--- src/hw/rtl/assert_macros.svh ---
// Assertion macros for the RTL of the outlier-gated moving average.
// No dependencies; included by the core module, which carries concurrent checks.
`ifndef ASSERT_MACROS_SVH
`define ASSERT_MACROS_SVH

// Property must hold at every clock edge outside reset.
`define OGMA_ASSERT(label, clk, rst_n, prop, msg) \
  label: assert property (@(posedge clk) disable iff (!rst_n) (prop)) else $error(msg);

// Implication whose consequent is checked in the cycle after the antecedent.
`define OGMA_ASSERT_NEXT(label, clk, rst_n, ante, cons, msg) \
  label: assert property (@(posedge clk) disable iff (!rst_n) (ante) |=> (cons)) \
    else $error(msg);

`endif

--- src/hw/rtl/ogma_pkg.sv ---
// Shared constants for the outlier-gated moving average.
// No dependencies; used by every module of the block.
package ogma_pkg;

  localparam int DEPTH    = 5;
  localparam int SAMPLE_W = 16;
  localparam int HW_W     = 15;
  localparam logic [HW_W-1:0] HW_RESET = HW_W'(512);  // 2.0 degrees in Q8.8

  localparam int FILL_W = $clog2(DEPTH + 1);
  localparam int SUM_W  = SAMPLE_W + $clog2(DEPTH);
  localparam int MAG_W  = SUM_W;

  // floor(m / DEPTH) = (m * RECIP) >> DIV_SHIFT for every m below 2**MAG_W
  localparam int DIV_SHIFT = MAG_W + $clog2(DEPTH);
  localparam int RECIP_W   = MAG_W + 1;
  localparam logic [RECIP_W-1:0] RECIP =
    RECIP_W'(((2 ** DIV_SHIFT) + DEPTH - 1) / DEPTH);

  // window compare width: sample, average and half-width sums without overflow
  localparam int CMP_W = SAMPLE_W + 2;

endpackage

--- src/hw/rtl/ogma_cell.sv ---
// One history cell: holds a single sample and takes its neighbour's on shift.
// Depends on ogma_pkg.
module ogma_cell (
  input  logic                                 clk_i,
  input  logic                                 rst_ni,
  input  logic                                 shift_i,
  input  logic signed [ogma_pkg::SAMPLE_W-1:0] data_i,
  output logic signed [ogma_pkg::SAMPLE_W-1:0] data_o
);

  logic signed [ogma_pkg::SAMPLE_W-1:0] data_q;
  logic signed [ogma_pkg::SAMPLE_W-1:0] data_d;

  assign data_d = shift_i ? data_i : data_q;

  always_ff @(posedge clk_i or negedge rst_ni) begin
    if (!rst_ni) begin
      data_q <= '0;
    end else begin
      data_q <= data_d;
    end
  end

  assign data_o = data_q;

endmodule

--- src/hw/rtl/ogma_avg.sv ---
// History average: running sum divided by DEPTH, truncated toward zero.
// Reciprocal multiply on the magnitude, sign restored after. Depends on ogma_pkg.
module ogma_avg (
  input  logic signed [ogma_pkg::SUM_W-1:0]    sum_i,
  output logic signed [ogma_pkg::SAMPLE_W-1:0] avg_o
);

  localparam int PROD_W = ogma_pkg::MAG_W + ogma_pkg::RECIP_W;

  logic                              neg;
  logic [ogma_pkg::MAG_W-1:0]        mag;
  logic [PROD_W-1:0]                 prod;
  logic [ogma_pkg::SAMPLE_W-1:0]     quot;
  logic [ogma_pkg::SAMPLE_W:0]       avg_x;

  assign neg  = sum_i[ogma_pkg::SUM_W-1];
  assign mag  = neg ? (~ogma_pkg::MAG_W'(sum_i) + ogma_pkg::MAG_W'(1))
                    : ogma_pkg::MAG_W'(sum_i);
  assign prod = PROD_W'(mag) * PROD_W'(ogma_pkg::RECIP);
  assign quot = prod[ogma_pkg::DIV_SHIFT +: ogma_pkg::SAMPLE_W];

  // quotient is at most 2**15, so the negated value still fits 16 bits signed
  assign avg_x = neg ? (~{1'b0, quot} + (ogma_pkg::SAMPLE_W + 1)'(1)) : {1'b0, quot};
  assign avg_o = signed'(avg_x[ogma_pkg::SAMPLE_W-1:0]);

endmodule

--- src/hw/rtl/outlier_gated_moving_average_core.sv ---
// Outlier-gated moving average, top level: cell row, running sum, window gate.
// Depends on ogma_pkg, ogma_cell, ogma_avg and assert_macros.svh.
//
// Usage:
//  - Input channel: sample_i with in_valid_i / in_stall_o. A word is taken at
//    a rising edge with in_valid_i high and in_stall_o low.
//  - Output channel: filtered_o, accepted_o, warming_up_o with out_valid_o /
//    out_stall_i. One result word per input word, in order.
//  - The result is written into the output register on the edge that takes
//    the sample. Throughput is one word per cycle while out_stall_i lets the
//    output register drain, set by the combinational loop running sum ->
//    reciprocal divide -> window compare -> cell shift enable.
//  - While the output register holds a word and out_stall_i is high,
//    in_stall_o is high; otherwise a new word may enter in the same cycle the
//    old one leaves.
//  - Reset clears the cell row, the running sum and the fill count, empties
//    the output register and loads the half-window with 2.0 degrees.
//  - cfg_we_i / cfg_wdata_i write the half-window; write only while idle.
`include "assert_macros.svh"

module outlier_gated_moving_average_core (
  input  logic                                 clk_i,
  input  logic                                 rst_ni,
  // configuration
  input  logic                                 cfg_we_i,
  input  logic [ogma_pkg::HW_W-1:0]            cfg_wdata_i,
  // input channel
  input  logic                                 in_valid_i,
  output logic                                 in_stall_o,
  input  logic signed [ogma_pkg::SAMPLE_W-1:0] sample_i,
  // output channel
  output logic                                 out_valid_o,
  input  logic                                 out_stall_i,
  output logic signed [ogma_pkg::SAMPLE_W-1:0] filtered_o,
  output logic                                 accepted_o,
  output logic                                 warming_up_o
);

  // half-window register
  logic [ogma_pkg::HW_W-1:0] hw_q;

  always_ff @(posedge clk_i or negedge rst_ni) begin
    if (!rst_ni) begin
      hw_q <= ogma_pkg::HW_RESET;
    end else if (cfg_we_i) begin
      hw_q <= cfg_wdata_i;
    end
  end

  // handshake
  logic out_valid_q;
  logic in_fire;

  assign in_stall_o = out_valid_q & out_stall_i;
  assign in_fire    = in_valid_i & ~in_stall_o;

  // fill count
  logic [ogma_pkg::FILL_W-1:0] fill_q;
  logic [ogma_pkg::FILL_W-1:0] fill_d;
  logic                        warming;

  assign warming = fill_q < ogma_pkg::FILL_W'(ogma_pkg::DEPTH);
  assign fill_d  = (in_fire && warming) ? fill_q + ogma_pkg::FILL_W'(1) : fill_q;

  // Cell row: oldest at index 0, new samples enter at the top end. During
  // warm-up the row shifts as well; the cells still hold their reset zeros,
  // so after DEPTH words the order matches slot-by-slot filling.
  logic signed [ogma_pkg::SAMPLE_W-1:0] hist [ogma_pkg::DEPTH];
  logic                                 shift_en;

  for (genvar g = 0; g < ogma_pkg::DEPTH; g++) begin : g_cell
    logic signed [ogma_pkg::SAMPLE_W-1:0] feed;
    if (g == ogma_pkg::DEPTH - 1) begin : g_top
      assign feed = sample_i;
    end else begin : g_mid
      assign feed = hist[g+1];
    end
    ogma_cell u_cell (
      .clk_i  (clk_i),
      .rst_ni (rst_ni),
      .shift_i(shift_en),
      .data_i (feed),
      .data_o (hist[g])
    );
  end

  // running sum of the row: drop the oldest, add the newcomer
  logic signed [ogma_pkg::SUM_W-1:0] sum_q;
  logic signed [ogma_pkg::SUM_W-1:0] sum_d;

  assign sum_d = shift_en
               ? sum_q - ogma_pkg::SUM_W'(hist[0]) + ogma_pkg::SUM_W'(sample_i)
               : sum_q;

  always_ff @(posedge clk_i or negedge rst_ni) begin
    if (!rst_ni) begin
      sum_q  <= '0;
      fill_q <= '0;
    end else begin
      sum_q  <= sum_d;
      fill_q <= fill_d;
    end
  end

  // average before update and window gate
  logic signed [ogma_pkg::SAMPLE_W-1:0] avg;
  logic signed [ogma_pkg::CMP_W-1:0]    s_x;
  logic signed [ogma_pkg::CMP_W-1:0]    a_x;
  logic signed [ogma_pkg::CMP_W-1:0]    h_x;
  logic                                 in_window;
  logic                                 take;

  ogma_avg u_avg (
    .sum_i(sum_q),
    .avg_o(avg)
  );

  assign s_x = ogma_pkg::CMP_W'(sample_i);
  assign a_x = ogma_pkg::CMP_W'(avg);
  assign h_x = signed'(ogma_pkg::CMP_W'(hw_q));

  // strict on both sides; a zero half-window admits no sample once warm-up is over
  assign in_window = (s_x < a_x + h_x) && (s_x > a_x - h_x);
  assign take      = warming | in_window;
  assign shift_en  = in_fire & take;

  // output register
  logic signed [ogma_pkg::SAMPLE_W-1:0] filt_q;
  logic                                 acc_q;
  logic                                 warm_q;
  logic                                 out_valid_d;

  assign out_valid_d = in_fire | (out_valid_q & out_stall_i);

  always_ff @(posedge clk_i or negedge rst_ni) begin
    if (!rst_ni) begin
      out_valid_q <= 1'b0;
    end else begin
      out_valid_q <= out_valid_d;
    end
  end

  always_ff @(posedge clk_i) begin
    if (in_fire) begin
      filt_q <= warming ? sample_i : avg;
      acc_q  <= take;
      warm_q <= warming;
    end
  end

  assign out_valid_o  = out_valid_q;
  assign filtered_o   = filt_q;
  assign accepted_o   = acc_q;
  assign warming_up_o = warm_q;

  // check: running sum equals the sum of the cells
  logic signed [ogma_pkg::SUM_W-1:0] sum_chk;

  always_comb begin
    sum_chk = '0;
    for (int i = 0; i < ogma_pkg::DEPTH; i++) begin
      sum_chk = sum_chk + ogma_pkg::SUM_W'(hist[i]);
    end
  end

  `OGMA_ASSERT(a_fill_bound, clk_i, rst_ni,
               fill_q <= ogma_pkg::FILL_W'(ogma_pkg::DEPTH),
               "fill count beyond history depth")
  `OGMA_ASSERT(a_sum_match, clk_i, rst_ni, sum_q == sum_chk,
               "running sum out of step with the cell row")
  `OGMA_ASSERT(a_warm_acc, clk_i, rst_ni, !(out_valid_o && warming_up_o) || accepted_o,
               "warm-up word not written to history")
  `OGMA_ASSERT_NEXT(a_sum_hold, clk_i, rst_ni, !shift_en, $stable(sum_q),
                    "running sum moved without a history write")

endmodule

--- config.mk ---
export PLATFORM = sky130hd
export DESIGN_NAME = outlier_gated_moving_average_core
export DESIGN_NICKNAME = d
export VERILOG_FILES = /design/src/hw/rtl/ogma_pkg.sv /design/src/hw/rtl/ogma_cell.sv /design/src/hw/rtl/ogma_avg.sv /design/src/hw/rtl/outlier_gated_moving_average_core.sv
export VERILOG_INCLUDE_DIRS = /design/src /design/src/hw/rtl
export SDC_FILE = /design/constraint.sdc
export NUM_CORES = 1
export LEC_CHECK = 0
export BUFFER_PORTS_ARGS = -buffer_cell sky130_fd_sc_hd__buf_2
export CORE_MARGIN = 2
export CORE_UTILIZATION = 35
export DETAILED_ROUTE_END_ITERATION = 8
export SLEW_MARGIN = 20
export SYNTH_ARGS = -nofsm -noshare
export SYNTH_HDL_FRONTEND = slang
export SYNTH_HIERARCHICAL = 1
export SYNTH_SLANG_ARGS = --single-unit
--- constraint.sdc ---
create_clock -name clk_i -period 10.6 [get_ports clk_i]
set_input_delay 2.12 -clock clk_i [delete_from_list [all_inputs] [get_ports clk_i]]
set_output_delay 2.12 -clock clk_i [all_outputs]
set_load 0.02 [all_outputs]
# Yosys cells after proc, flatten, opt, wreduce, memory -nomap -nowiden
# Index checks and enable logic that the tools add are counted.
[classes]
div = 0
muxes = 3
n_mul = 1
eq_ne = 0
n_shift = 0
add_sub_neg = 7
n_bitwise = 8
n_lt_le_gt_ge = 3
n_reduce_logical = 2
[ops]
columns = ["cell", "count"]
rows = [
  ["$mul A19 B20 Y38 const B", 1],
  ["$mux W16", 2],
  ["$add A19 B16 Y19", 1],
  ["$add A19 B2 Y19 const B", 1],
  ["$mux W19", 1],
  ["$not A19 Y19", 1],
  ["$sub A19 B16 Y19", 1],
  ["$add A16 B16 Y17", 1],
  ["$gt A16 B17 Y1", 1],
  ["$lt A16 B17 Y1", 1],
  ["$sub A16 B16 Y17", 1],
  ["$add A16 B1 Y16 const B", 1],
  ["$not A16 Y16", 1],
  ["$add A3 B1 Y3 const B", 1],
  ["$and A1 B1 Y1", 3],
  ["$lt A3 B3 Y1 const B", 1],
  ["$logic_and A1 B1 Y1", 2],
  ["$or A1 B1 Y1", 2],
  ["$not A1 Y1", 1],
]
[totals]
regBits = 136
rom_bits = 0
output_inout_bits = 20
ramBits = 0
latchBits = 0
in_bits = 36
memories = 0
wordCells = 36

# Depth between registers and ports, before layout
# Gate-level depths: netlist (run 1).
[depth]
depth_word = 12
depth_mapped = 54
mapped_depth_nobuf = 51

# By module
# Netlist (run 1), hierarchy kept.
[modules_own_cells]
columns = ["module", "cells_each", "n_inst", "area_each_um2"]
rows = [
  ["ogma_avg", 779, 1, 6601.3],
  ["outlier_gated_moving_average_core", 671, 1, 5818.1],
  ["ogma_cell", 34, 5, 649.4],
]

# Worst setup path before layout (run 1)
# OpenSTA, ideal clock, no wires.
[synth_path]
kind = "reg-to-reg"
startpoint = "register sum_q[9] in the netlist's numbering"
endpoint = "register g_cell[0].u_cell.data_q (netlist bit g_cell[0].u_cell/data_o[10])"
setup_ps = 125
required_ps = 10475
slack_ps = -994
path_buffers = 2
path_stages_with_launch = 42
arrival_time_ps = 11469
path_cell_list = "dfrtp_1 or4_1 or4_1 o21ai_0 xor2_1 xor2_1 fa_1 inv_1 fa_1 fa_1 inv_1 fa_1 inv_1 fa_1 inv_1 ha_1 nand3_1 or2_2 (+6 left out) xnor2_1 ha_1 or3_1 a311oi_2 nor3_1 or4_1 o311ai_0 ha_1 a211oi_2 nand3_1 a211o_1 o211a_1 o31a_1 nand2_2 inv_4 buf_6 buf_12 mux2_4"
[synth_via]
elab_chain_cells = 12
[synth_rtl]
columns = ["item", "line", "rtl"]
rows = [
  ["from (decl)", "outlier_gated_moving_average_core.sv:88", "logic signed [ogma_pkg::SUM_W-1:0] sum_q;"],
  ["from (signal assigned)", "outlier_gated_moving_average_core.sv:100", "sum_q <= sum_d;"],
  ["$not A19 Y19", "ogma_avg.sv:17", "assign mag = neg ? (~ogma_pkg::MAG_W'(sum_i) + ogma_pkg::MAG_W'(1))"],
  ["$add A19 B2 Y19", "ogma_avg.sv:17", ""],
  ["$mux W19 (*)", "ogma_avg.sv:17", ""],
  ["$mul A19 B20 Y38 (*)", "ogma_avg.sv:19", "assign prod = PROD_W'(mag) * PROD_W'(ogma_pkg::RECIP);"],
  ["$not A16 Y16", "ogma_avg.sv:23", "assign avg_x = neg ? (~{1'b0, quot} + (ogma_pkg::SAMPLE_W + 1)'(1)) : {1'b0, quot};"],
  ["$add A16 B1 Y16", "ogma_avg.sv:23", ""],
  ["$mux W16 (*)", "ogma_avg.sv:23", ""],
  ["named net avg (one bit)", "outlier_gated_moving_average_core.sv:106", "logic signed [ogma_pkg::SAMPLE_W-1:0] avg;"],
  ["$add A16 B16 Y17 / $sub A16 B16 Y17 (equally long branches)", "outlier_gated_moving_average_core.sv:123", "assign in_window = (s_x < a_x + h_x) && (s_x > a_x - h_x);"],
  ["$lt A16 B17 Y1 / $gt A16 B17 Y1 (equally long branches)", "outlier_gated_moving_average_core.sv:123", ""],
  ["$logic_and A1 B1 Y1 (*)", "outlier_gated_moving_average_core.sv:123", ""],
  ["$or A1 B1 Y1 (*)", "outlier_gated_moving_average_core.sv:124", "assign take = warming | in_window;"],
  ["$and A1 B1 Y1 (*)", "outlier_gated_moving_average_core.sv:125", "assign shift_en = in_fire & take;"],
  ["named net shift_en", "outlier_gated_moving_average_core.sv:69", "logic shift_en;"],
  ["to (signal assigned)", "ogma_cell.sv:20", "data_q <= data_d;"],
  ["to (decl)", "ogma_cell.sv:11", "logic signed [ogma_pkg::SAMPLE_W-1:0] data_q;"],
]
# Mark *: on every way through the listed nets, which the timed path passes. The rest lies on a longest branch.
# A chain may end at the register's enable or synchronous reset.

# Worst setup path after layout (run 1)
[layout_path]
startpoint = "register sum_q[10] in the netlist's numbering"
endpoint = "register g_cell[3].u_cell.data_q (netlist bit g_cell[3].u_cell/data_o[5])"
[layout_via]
elab_chain_cells = 12
[layout_rtl]
columns = ["item", "line"]
rows = [
  ["$not A19 Y19", "ogma_avg.sv:17"],
  ["$add A19 B2 Y19", "ogma_avg.sv:17"],
  ["$mux W19 (*)", "ogma_avg.sv:17"],
  ["$mul A19 B20 Y38 (*)", "ogma_avg.sv:19"],
  ["$not A16 Y16", "ogma_avg.sv:23"],
  ["$add A16 B1 Y16", "ogma_avg.sv:23"],
  ["$mux W16 (*)", "ogma_avg.sv:23"],
  ["named net avg (one bit)", "outlier_gated_moving_average_core.sv:106"],
  ["$add A16 B16 Y17 / $sub A16 B16 Y17 (equally long branches)", "outlier_gated_moving_average_core.sv:123"],
  ["$lt A16 B17 Y1 / $gt A16 B17 Y1 (equally long branches)", "outlier_gated_moving_average_core.sv:123"],
  ["$logic_and A1 B1 Y1 (*)", "outlier_gated_moving_average_core.sv:123"],
  ["$or A1 B1 Y1 (*)", "outlier_gated_moving_average_core.sv:124"],
  ["$and A1 B1 Y1 (*)", "outlier_gated_moving_average_core.sv:125"],
  ["named net shift_en", "outlier_gated_moving_average_core.sv:69"],
  ["to (signal assigned)", "ogma_cell.sv:20"],
  ["to (decl)", "ogma_cell.sv:11"],
]
# Marked as above.

==> out/results.ini, run 1 <==
[floorplanning]
die_area_um2=46470
io_pins=56
rows=77
core_um2=44220
dieHeight_um=215.6
initial_core_util_pct=35.43
die_x_um=215.6

[timing]
setup_violations=100
slew_viol_final=0
finalHoldViolCount=0
hold_ws_ps=489.5
fin_ws_ps=-645.4
fin_skew_ps=9.701
fmax_mhz=88.93
rsz0062_at_grt=true
min_period_ps=11250
worstMarginPinSlew_ps=940.0
fin_crit_sh_pct=106.1
relSlewSlack_pct=37.33

[logic_synthesis]
yosysUniqueCellTypes=96
synthCells=1620
synth_edf_count=18
synth_fp_nets=1991
synthFlopType=dfrtp_1
netlist_area_um2=15670
ys_seq_area_share_pct=22.31
avgSynthCellArea_um2=9.671
synthArstFlopShare_pct=86.76
ys_ff_latch=136
ys_warn_count=6

[global_route]
overflow=0
antenna_found_initial=0
grt_use_total_pct=18.14
grt_pass1_vias=12890
grt_first_pass_wirelength_um=66870
grt_start_max_net_pins=74

[drt]
antenna_left=0
first_pass_iters=5
routedWlPerCell_um=16.09
first_iter_violations=657
drc_errors=0
via_per_inst=4.842
via_count=12570
wl_um=41740

[clock_tree]
insertion_delay_ps=430
htree_levels=4
cts_buffers=17
cts-hold-fix-buffers=0
cts_tree=done
cts_root_buf=clkbuf_16
clock_sinks=136
clk_pin_slew_ps=60
clockBufferDepth=2

[worst_setup_path]
cpMostUsedCell=fa_1
path_class=reg -> reg
critPathArrivalTime_ps=11560
path_max_fanout=15
endpoint_kind=flop
cp-start-kind=flop
critPathMaxStageDelay_ps=590
crit_required_ps=10910
critPathSlowestCell=or4b_4

[flow_run]
maxCapViolations=0

[final_layout]
nets=2362
area_growth_pct=30.48
final_cell_count_no_fill=2595
layout-drive-gt1-share_pct=32.80
antenna_cells=0
fillerInstances=4148

[hold_path]
hp-class=reg -> reg

[run_status]
outcome=finished with violations
violations=setup timing

[place]
dpl.hpwl_um=34120
place.gp.congestion=0.8915
placed_cells=2528
port_buffers=55

layout make-up:
cell class,instances,area (um2),share of cell area [%]
clock buffer,19,442.9,2.167
clock inverter,12,93.84,0.4591
inverter,327,1240,6.066
multi-input combinational,1117,11370,55.64
sequential,136,3496,17.10
tap,592,740.7,3.623
timing repair buffer,391,3043,14.89
timing repair inverter,1,11.26,0.05509
worst max-delay path, delay by kind of cell, from the launching register on:
| kind | cells | cell delay, ps |
|---|---|---|
| buffers and inverters | 10 | 890 |
| adder cells (fa/ha/maj) | 10 | 3680 |
| flip-flops | 1 | 380 |
| AO/OA/AOI/OAI | 7 | 1790 |
| AND/OR/NAND/NOR | 14 | 3730 |
| XOR/XNOR | 3 | 350 |
| multiplexers | 1 | 300 |
cell families (layout without fill, tap and decap cells):
kind of cell	count (synthesis)	in the layout	share of synthesized area [%]
mux	100	100	8.410
compound gates	283	283	12.24
xor+xnor	84	84	4.744
simple gates	314	314	9.903
buf+inv	367	750	9.919
fa+ha+maj	335	335	32.46
other cells	1	1	0.02394
flops	136	136	22.31
synth_stat cells (all sizes together), types with 4 or more instances:
master	count	share of area [%]
or2	6	0.26
a21o	13	0.62
ha	216	17
a211o	5	0.28
o211ai	10	0.51
o21a	12	0.58
nand2b	13	0.57
fa	119	15
o31a	5	0.28
a21boi	5	0.24
a311oi	4	0.30
a31oi	6	0.24
mux2	97	8.2
and2	5	0.21
o21bai	9	0.43
a211oi	13	0.72
nor2	59	1.4
nand2	104	2.5
nor3	35	1.1
xor2	26	1.5
buf	20	1.5
and3	11	0.44
a31o	6	0.34
nand4	11	0.48
dfrtp	117	19
inv	327	7.9
or3	16	0.70
a21oi	67	2.2
or4	5	0.24
nand3	32	1.0
o41ai	7	0.54
o21ai	79	2.5
o31ai	13	0.65
clkbuf	19	0.53
edfxtp	18	3.5
xnor2	58	3.3
nor4	4	0.20
flip-flops by register name (all words and copies together), names as in the netlist:
register / count
g_cell.u_cell/data_o: 80
sum_q: 19
filtered_o: 16
hw_q: 15
fill_q: 3
accepted_o: 1
out_valid_o: 1
warming_up_o: 1
per-layer routing:
layer | global-route usage (%) | vias to the layer above | part of all wire, %
met5 | 0 | - | 0
met4 | 5.793 | 0 | 2.5
met3 | 2.227 | 48 | 2.8
met2 | 30.01 | 200 | 48
met1 | 24.69 | 6140 | 47
li1 | - | 6178 | -
timing repair:
item | 4_1_cts | 5_1_grt
setup endpoints to repair | 100 | 100
pin swaps | 13 | 26
cloned | 4 | 4
resized for setup | 46 | 59
setup buffers | 16 | 12
worst paths after layout:
| kind | start | slack (ps) | to | depth (start not counted) |
|---|---|---|---|---|
| worst max-delay path | sum_q[10] | -650 | g_cell[3].u_cell/data_o[5] | 45 |
| worst min-delay path | fill_q[2] | 490 | fill_q[2] | 1 |
| worst max register to register | sum_q[10] | -650 | g_cell[3].u_cell/data_o[5] | 45 |
| worst min register to register | fill_q[2] | 490 | fill_q[2] | 1 |
| max in group asynchronous | rst_ni | 7490 | sum_q[2] | 2 |
| min in group asynchronous | rst_ni | 1700 | g_cell[4].u_cell/data_o[13] | 1 |
cell usage in the layout, fill, tap and decap left out, types with 18 or more instances in the layout:
master     netlist  layout
inv_1          325     319
buf_4            0     316
ha_1           216     198
dfrtp_1        117     116
fa_1           119     115
nand2_1        103     101
a21oi_1         66      62
o21ai_0         73      57
nor2_1          59      56
buf_2            5      54
mux2_4          52      53
mux2_2          45      44
xnor2_1         57      44
nand3_1         32      31
nor3_1          35      29
xor2_1          26      21
clkbuf_16        0      21
edfxtp_1        18      18
through the flow:
| stage | setup TNS [ps] | util [%] | setup slack, ps | cell area (um2) |
|---|---|---|---|---|
| 2_1_floorplan | -7683 | - | -153.7 | 15950 |
| 3_3_place_gp | -51110 | 42.90 | -568.8 | 18970 |
| 3_5_place_dp | -66250 | 42.90 | -716.9 | 18970 |
| 4_1_cts | -52310 | 45.07 | -573.1 | 19930 |
| 5_1_grt | -95880 | 46.23 | -1017 | 20440 |
| 6_report | -58940 | 46.23 | -645.4 | 20440 |
Power of run 1 is not shown: default switching activity piles up to over one toggle a cycle in this logic, so the estimate is an artifact.
==> inputs of run 2 (changes only) <==
--- a/config.mk
+++ b/config.mk
@@ -7,9 +7,13 @@
 export NUM_CORES = 1
 export LEC_CHECK = 0
 export BUFFER_PORTS_ARGS = -buffer_cell sky130_fd_sc_hd__buf_2
+export CELL_PAD_IN_SITES_DETAIL_PLACEMENT = 0
+export CELL_PAD_IN_SITES_GLOBAL_PLACEMENT = 1
 export CORE_MARGIN = 2
 export CORE_UTILIZATION = 35
+export CTS_BUF_LIST = sky130_fd_sc_hd__clkbuf_4
 export DETAILED_ROUTE_END_ITERATION = 8
+export PLACE_DENSITY_LB_ADDON = 0.1
 export SLEW_MARGIN = 20
 export SYNTH_ARGS = -nofsm -noshare
 export SYNTH_HDL_FRONTEND = slang
==> constraint.sdc (replaced) <==
create_clock -name clk_i -period 10.6 [get_ports clk_i]
set_input_delay 2.12 -clock clk_i [delete_from_list [all_inputs] [get_ports clk_i]]
set_output_delay 2.12 -clock clk_i [all_outputs]
set_load 0.005 [all_outputs]
==> run 2 against run 1 <==
Against the previous run: the run still ends with setup timing left; non-clock buffer count shrank 6; global-route usage rose by 1.2 points; setup slack worse by 130 ps; critical endpoint is now g_cell[2].u_cell/data_o[7]; count of clock-buffer cells in the layout down 1; largest cell class unchanged; die area unchanged.
==> out/results.ini, run 2 (synthesis results as in run 1) <==
[final_layout]
layout-drive-gt1-share_pct=32.38
fin_area_um2=19910
final_cell_mix=buf_4 (319), inv_1 (317), ha_1 (202), dfrtp_1 (116), fa_1 (112)
nets=2356
layout_commonest_cell=buf_4
area_growth_pct=27.08
final_cell_count_no_fill=2591
regArea_um2=3496
fillerInstances=4333
largest_reg_flops=80
multi_input_area_um2=11260

[global_route]
grt_pass1_vias=12960
overflow=0
grt_use_total_pct=19.34
grt_first_pass_wirelength_um=69980
grt_start_max_net_pins=73
antenna_found_initial=1

[floorplanning]
initial_core_util_pct=35.43
die_area_um2=46470
dieHeight_um=215.6
io_pins=56
core_um2=44220
rows=77
die_x_um=215.6

[worst_setup_path]
critPathSlowestCell=fa_2
endpoint_kind=flop
cp-start-kind=flop
critPathArrivalTime_ps=11890
critPathMaxStageDelay_ps=590
path_class=reg -> reg
crit_required_ps=11120
path_max_fanout=11

[drt]
wl_um=43710
drc_errors=0
via_per_inst=4.768
antenna_left=0
first_iter_violations=468
via_count=12350
first_pass_iters=5
routedWlPerCell_um=16.87

[hold_path]
hp-class=reg -> reg

[clock_tree]
clk_pin_slew_ps=150
cts_root_buf=clkbuf_4
cts_buffers=17
htree_levels=4
clock_sinks=136
clockBufferDepth=2
insertion_delay_ps=620
cts_tree=done

[place]
port_buffers=55
dpl.hpwl_um=36800
place.gp.congestion=0.8359
placed_cells=2541
dpl_cell_area_um2=19030

[timing]
fin_crit_sh_pct=107.3
fmax_mhz=87.92
slew_viol_final=0
finalHoldViolCount=0
hold_ws_ps=500.2
fin_skew_ps=27.82
setup_violations=100
min_period_ps=11370
setup_tns_ps=-71900
worstMarginPinSlew_ps=888.9
fin_ws_ps=-774.4
rsz0062_at_grt=true
relSlewSlack_pct=40.74

[run_status]
violations=setup timing
outcome=finished with violations

[flow_run]
maxCapViolations=0

## run 2: cell types whose count changed in the layout (fill, tap and decap cells not counted), sizes merged
cell and delta:
inv +2, clkinvlp -2, clkbuf -2, diode +1, buf -5, clkinv +1, bufinv +1
## run 2: stage by stage
stage          worst slack [ps]  util [%]
3_3_place_gp             -810.2     43.03
4_1_cts                  -771.9     44.25
5_1_grt                   -1214     45.02
6_report                 -774.4     45.02
3_5_place_dp             -885.0     43.03
2_1_floorplan            -153.7         -
## run 2: critical path: cells and delay by family (launching register included)
| family | cells | cell delay, ps |
|---|---|---|
| compound gates | 7 | 1860 |
| xor+xnor | 3 | 390 |
| fa+ha+maj | 10 | 3700 |
| buf+inv | 11 | 950 |
| flops | 1 | 400 |
| mux | 1 | 300 |
| simple gates | 14 | 3670 |
## run 2: per-layer routing
layer	global-route usage, %	share of wire (%)	up-vias
li1	-	-	6159
met1	24.86	46	6035
met2	34.19	50	115
met3	1.832	1.4	44
met4	6.138	2.5	0
met5	0	0	-
## run 2: cell type report
type	count	area share (%)
Clock buffer	18	0.6787
Timing Repair Buffer	385	14.52
Timing Repair inverter	1	0.03142
Antenna cell	1	0.01257
Tap cell	592	3.720
Inverter	327	6.203
Sequential cell	136	17.56
Multi-Input combinational cell	1117	56.58
Clock inverter	14	0.6913
## run 2: worst paths after layout
check                      slack (ps)  depth (start not counted)                    endpoint                        from
max in group asynchronous        7730                          2  g_cell[4].u_cell/data_o[2]                      rst_ni
hold reg to reg                   500                          1  g_cell[0].u_cell/data_o[1]  g_cell[1].u_cell/data_o[1]
min in group asynchronous        1500                          1                    hw_q[11]                      rst_ni
setup / recovery                 -770                         46  g_cell[2].u_cell/data_o[7]                   sum_q[10]
hold / removal                    500                          1  g_cell[0].u_cell/data_o[1]  g_cell[1].u_cell/data_o[1]
setup reg to reg                 -770                         46  g_cell[2].u_cell/data_o[7]                   sum_q[10]
## run 2: timing repair
action	in CTS	in global routing
gates cloned	0	4
resized for setup	36	52
hold buffers	0	0
buffers inserted	7	6
pin swaps	9	17
setup endpoints to repair	100	100
Power of run 2 is left out for the same reason.
==> inputs of run 3 (changes only) <==
==> constraint.sdc (replaced) <==
create_clock -name clk_i -period 12.7 [get_ports clk_i]
set_input_delay 0 -clock clk_i [delete_from_list [all_inputs] [get_ports clk_i]]
set_output_delay 0 -clock clk_i [all_outputs]
set_load 0.005 [all_outputs]
==> run 3 against run 2 <==
Against the previous run: the flow now finishes without violations; design area decreased by 11%; die area is the same; clock skew down 7.9 ps; sequential cell count unchanged; sequential share of layout area up 2.1 points; first-iteration DRC count increased by 13%; core utilization fell by 4.8 points; wire length fell by 4.6%.
==> out/results.ini, run 3 (synthesis results as in run 1) <==
[drt]
antenna_left=0
wl_um=41690
top_layer_used=met4
met3_length_um=700
via_per_inst=4.866
via_count=11510
first_pass_iters=5
wl_met1_um=20280
wl_met2_um=19770
first_iter_violations=527
drc_errors=0
routedWlPerCell_um=17.62

[timing]
fmax_mhz=82.63
slew_viol_final=0
fin_ws_ps=597.8
worstMarginPinSlew_ps=754.3
fin_crit_sh_pct=95.29
setup_violations=0
finalHoldViolCount=0
fin_skew_ps=19.89
min_period_ps=12100
relSlewSlack_pct=49.71

[global_route]
grt_pass1_vias=12080
overflow=0
grt_start_max_net_pins=57
grt_first_pass_wirelength_um=67760
antenna_found_initial=1
grt_use_total_pct=18.79

[final_layout]
layout_commonest_cell=inv_1
utilization_pct=40.23
final_cell_mix=inv_1 (325), ha_1 (212), fa_1 (116), dfrtp_1 (116), nand2_1 (103)
layout-drive-gt1-share_pct=16.36
nets=2131
area_growth_pct=13.55
largest_reg_flops=80

[worst_setup_path]
cp-start-kind=flop
crit_required_ps=13210
r2r_setup_slack_ps=600
critPathArrivalTime_ps=12610
r2r-end=g_cell[1].u_cell/data_o[6]
cpMostUsedCell=inv_1
critPathSlowestCell=or4_1
crit_path_start=sum_q[8]
path_max_fanout=10
worstReg2RegStart=sum_q[8]
endpoint_kind=flop
path_class=reg -> reg
worstRegToRegCells=44
critPathMaxStageDelay_ps=570

[floorplanning]
io_pins=56
die_x_um=215.6
initial_core_util_pct=35.43
rows=77
dieHeight_um=215.6
core_um2=44220
die_area_um2=46470

[run_status]
outcome=complete, no violations

[clock_tree]
cts_root_buf=clkbuf_4
htree_levels=4
clock_sinks=136
clockBufferDepth=2
insertion_delay_ps=620
cts_tree=done
clk_pin_slew_ps=130
cts_buffers=17

[place]
place.gp.congestion=0.8462
dpl.hpwl_um=34870
port_buffers=55
place_ws_ps=186.9

[flow_run]
maxCapViolations=0

[hold_path]
hp-class=in -> async

## run 3: final cells by class
type                    instances  area, um2
fillers                      4482      26430
multi-input cells            1117      10770
flip-flops and latches        136       3496
repair buffers                161       1271
inverters                     327       1230
well taps                     592      740.7
clock inverters                15      155.1
clock buffers                  17      127.6
diodes                          1      2.502
## run 3: how the worst max path moves through the flow
stage	end	depth (start not counted)
floorplan	g_cell[0].u_cell/data_o[10]	41
global placement	g_cell[1].u_cell/data_o[2]	48
detailed placement	g_cell[1].u_cell/data_o[1]	48
CTS	g_cell[1].u_cell/data_o[6]	42
global route	g_cell[1].u_cell/data_o[6]	44
finish	g_cell[1].u_cell/data_o[6]	44
## run 3: repair_timing
| action | CTS | global route |
|---|---|---|
| setup buffers | 0 | 7 |
| hold endpoints to repair | 131 | 0 |
| hold buffers | 64 | 0 |
| endpoints found under the setup margin | 0 | 100 |
| resized for setup | 0 | 32 |
## run 3: routing by layer
| layer | GRT usage [%] | up-vias |
|---|---|---|
| met4 | 5.839 | 0 |
| met1 | 25.82 | 5639 |
| met5 | 0 | - |
| met3 | 1.734 | 36 |
| met2 | 31.33 | 129 |
| li1 | - | 5709 |
## run 3: stage by stage
stage / instances / instance area (um2) / TNS (ps) / hold WS [ps]
global route: 2366 / 17790 / -39.94 / 145.8
detailed placement: 2262 / 16660 / 0 / -142.3
global placement: 2262 / 16660 / 0 / -142.0
finish: 2366 / 17790 / 0 / 90.55
CTS: 2358 / 17590 / 0 / 57.13
floorplan: 1620 / 15670 / 0 / -295.6
## run 3: critical path: cells and delay by family, from the launching register on
family / cells / cell delay [ps]
and+or+nand+nor: 11 / 3390
xor gates and xnor gates: 3 / 470
buffers and inverters: 8 / 680
adders and majority gates: 10 / 4120
DFF: 1 / 460
AOI/OAI and AO/OA: 11 / 2570
muxes: 1 / 310
Power of run 3 is left out for the same reason.
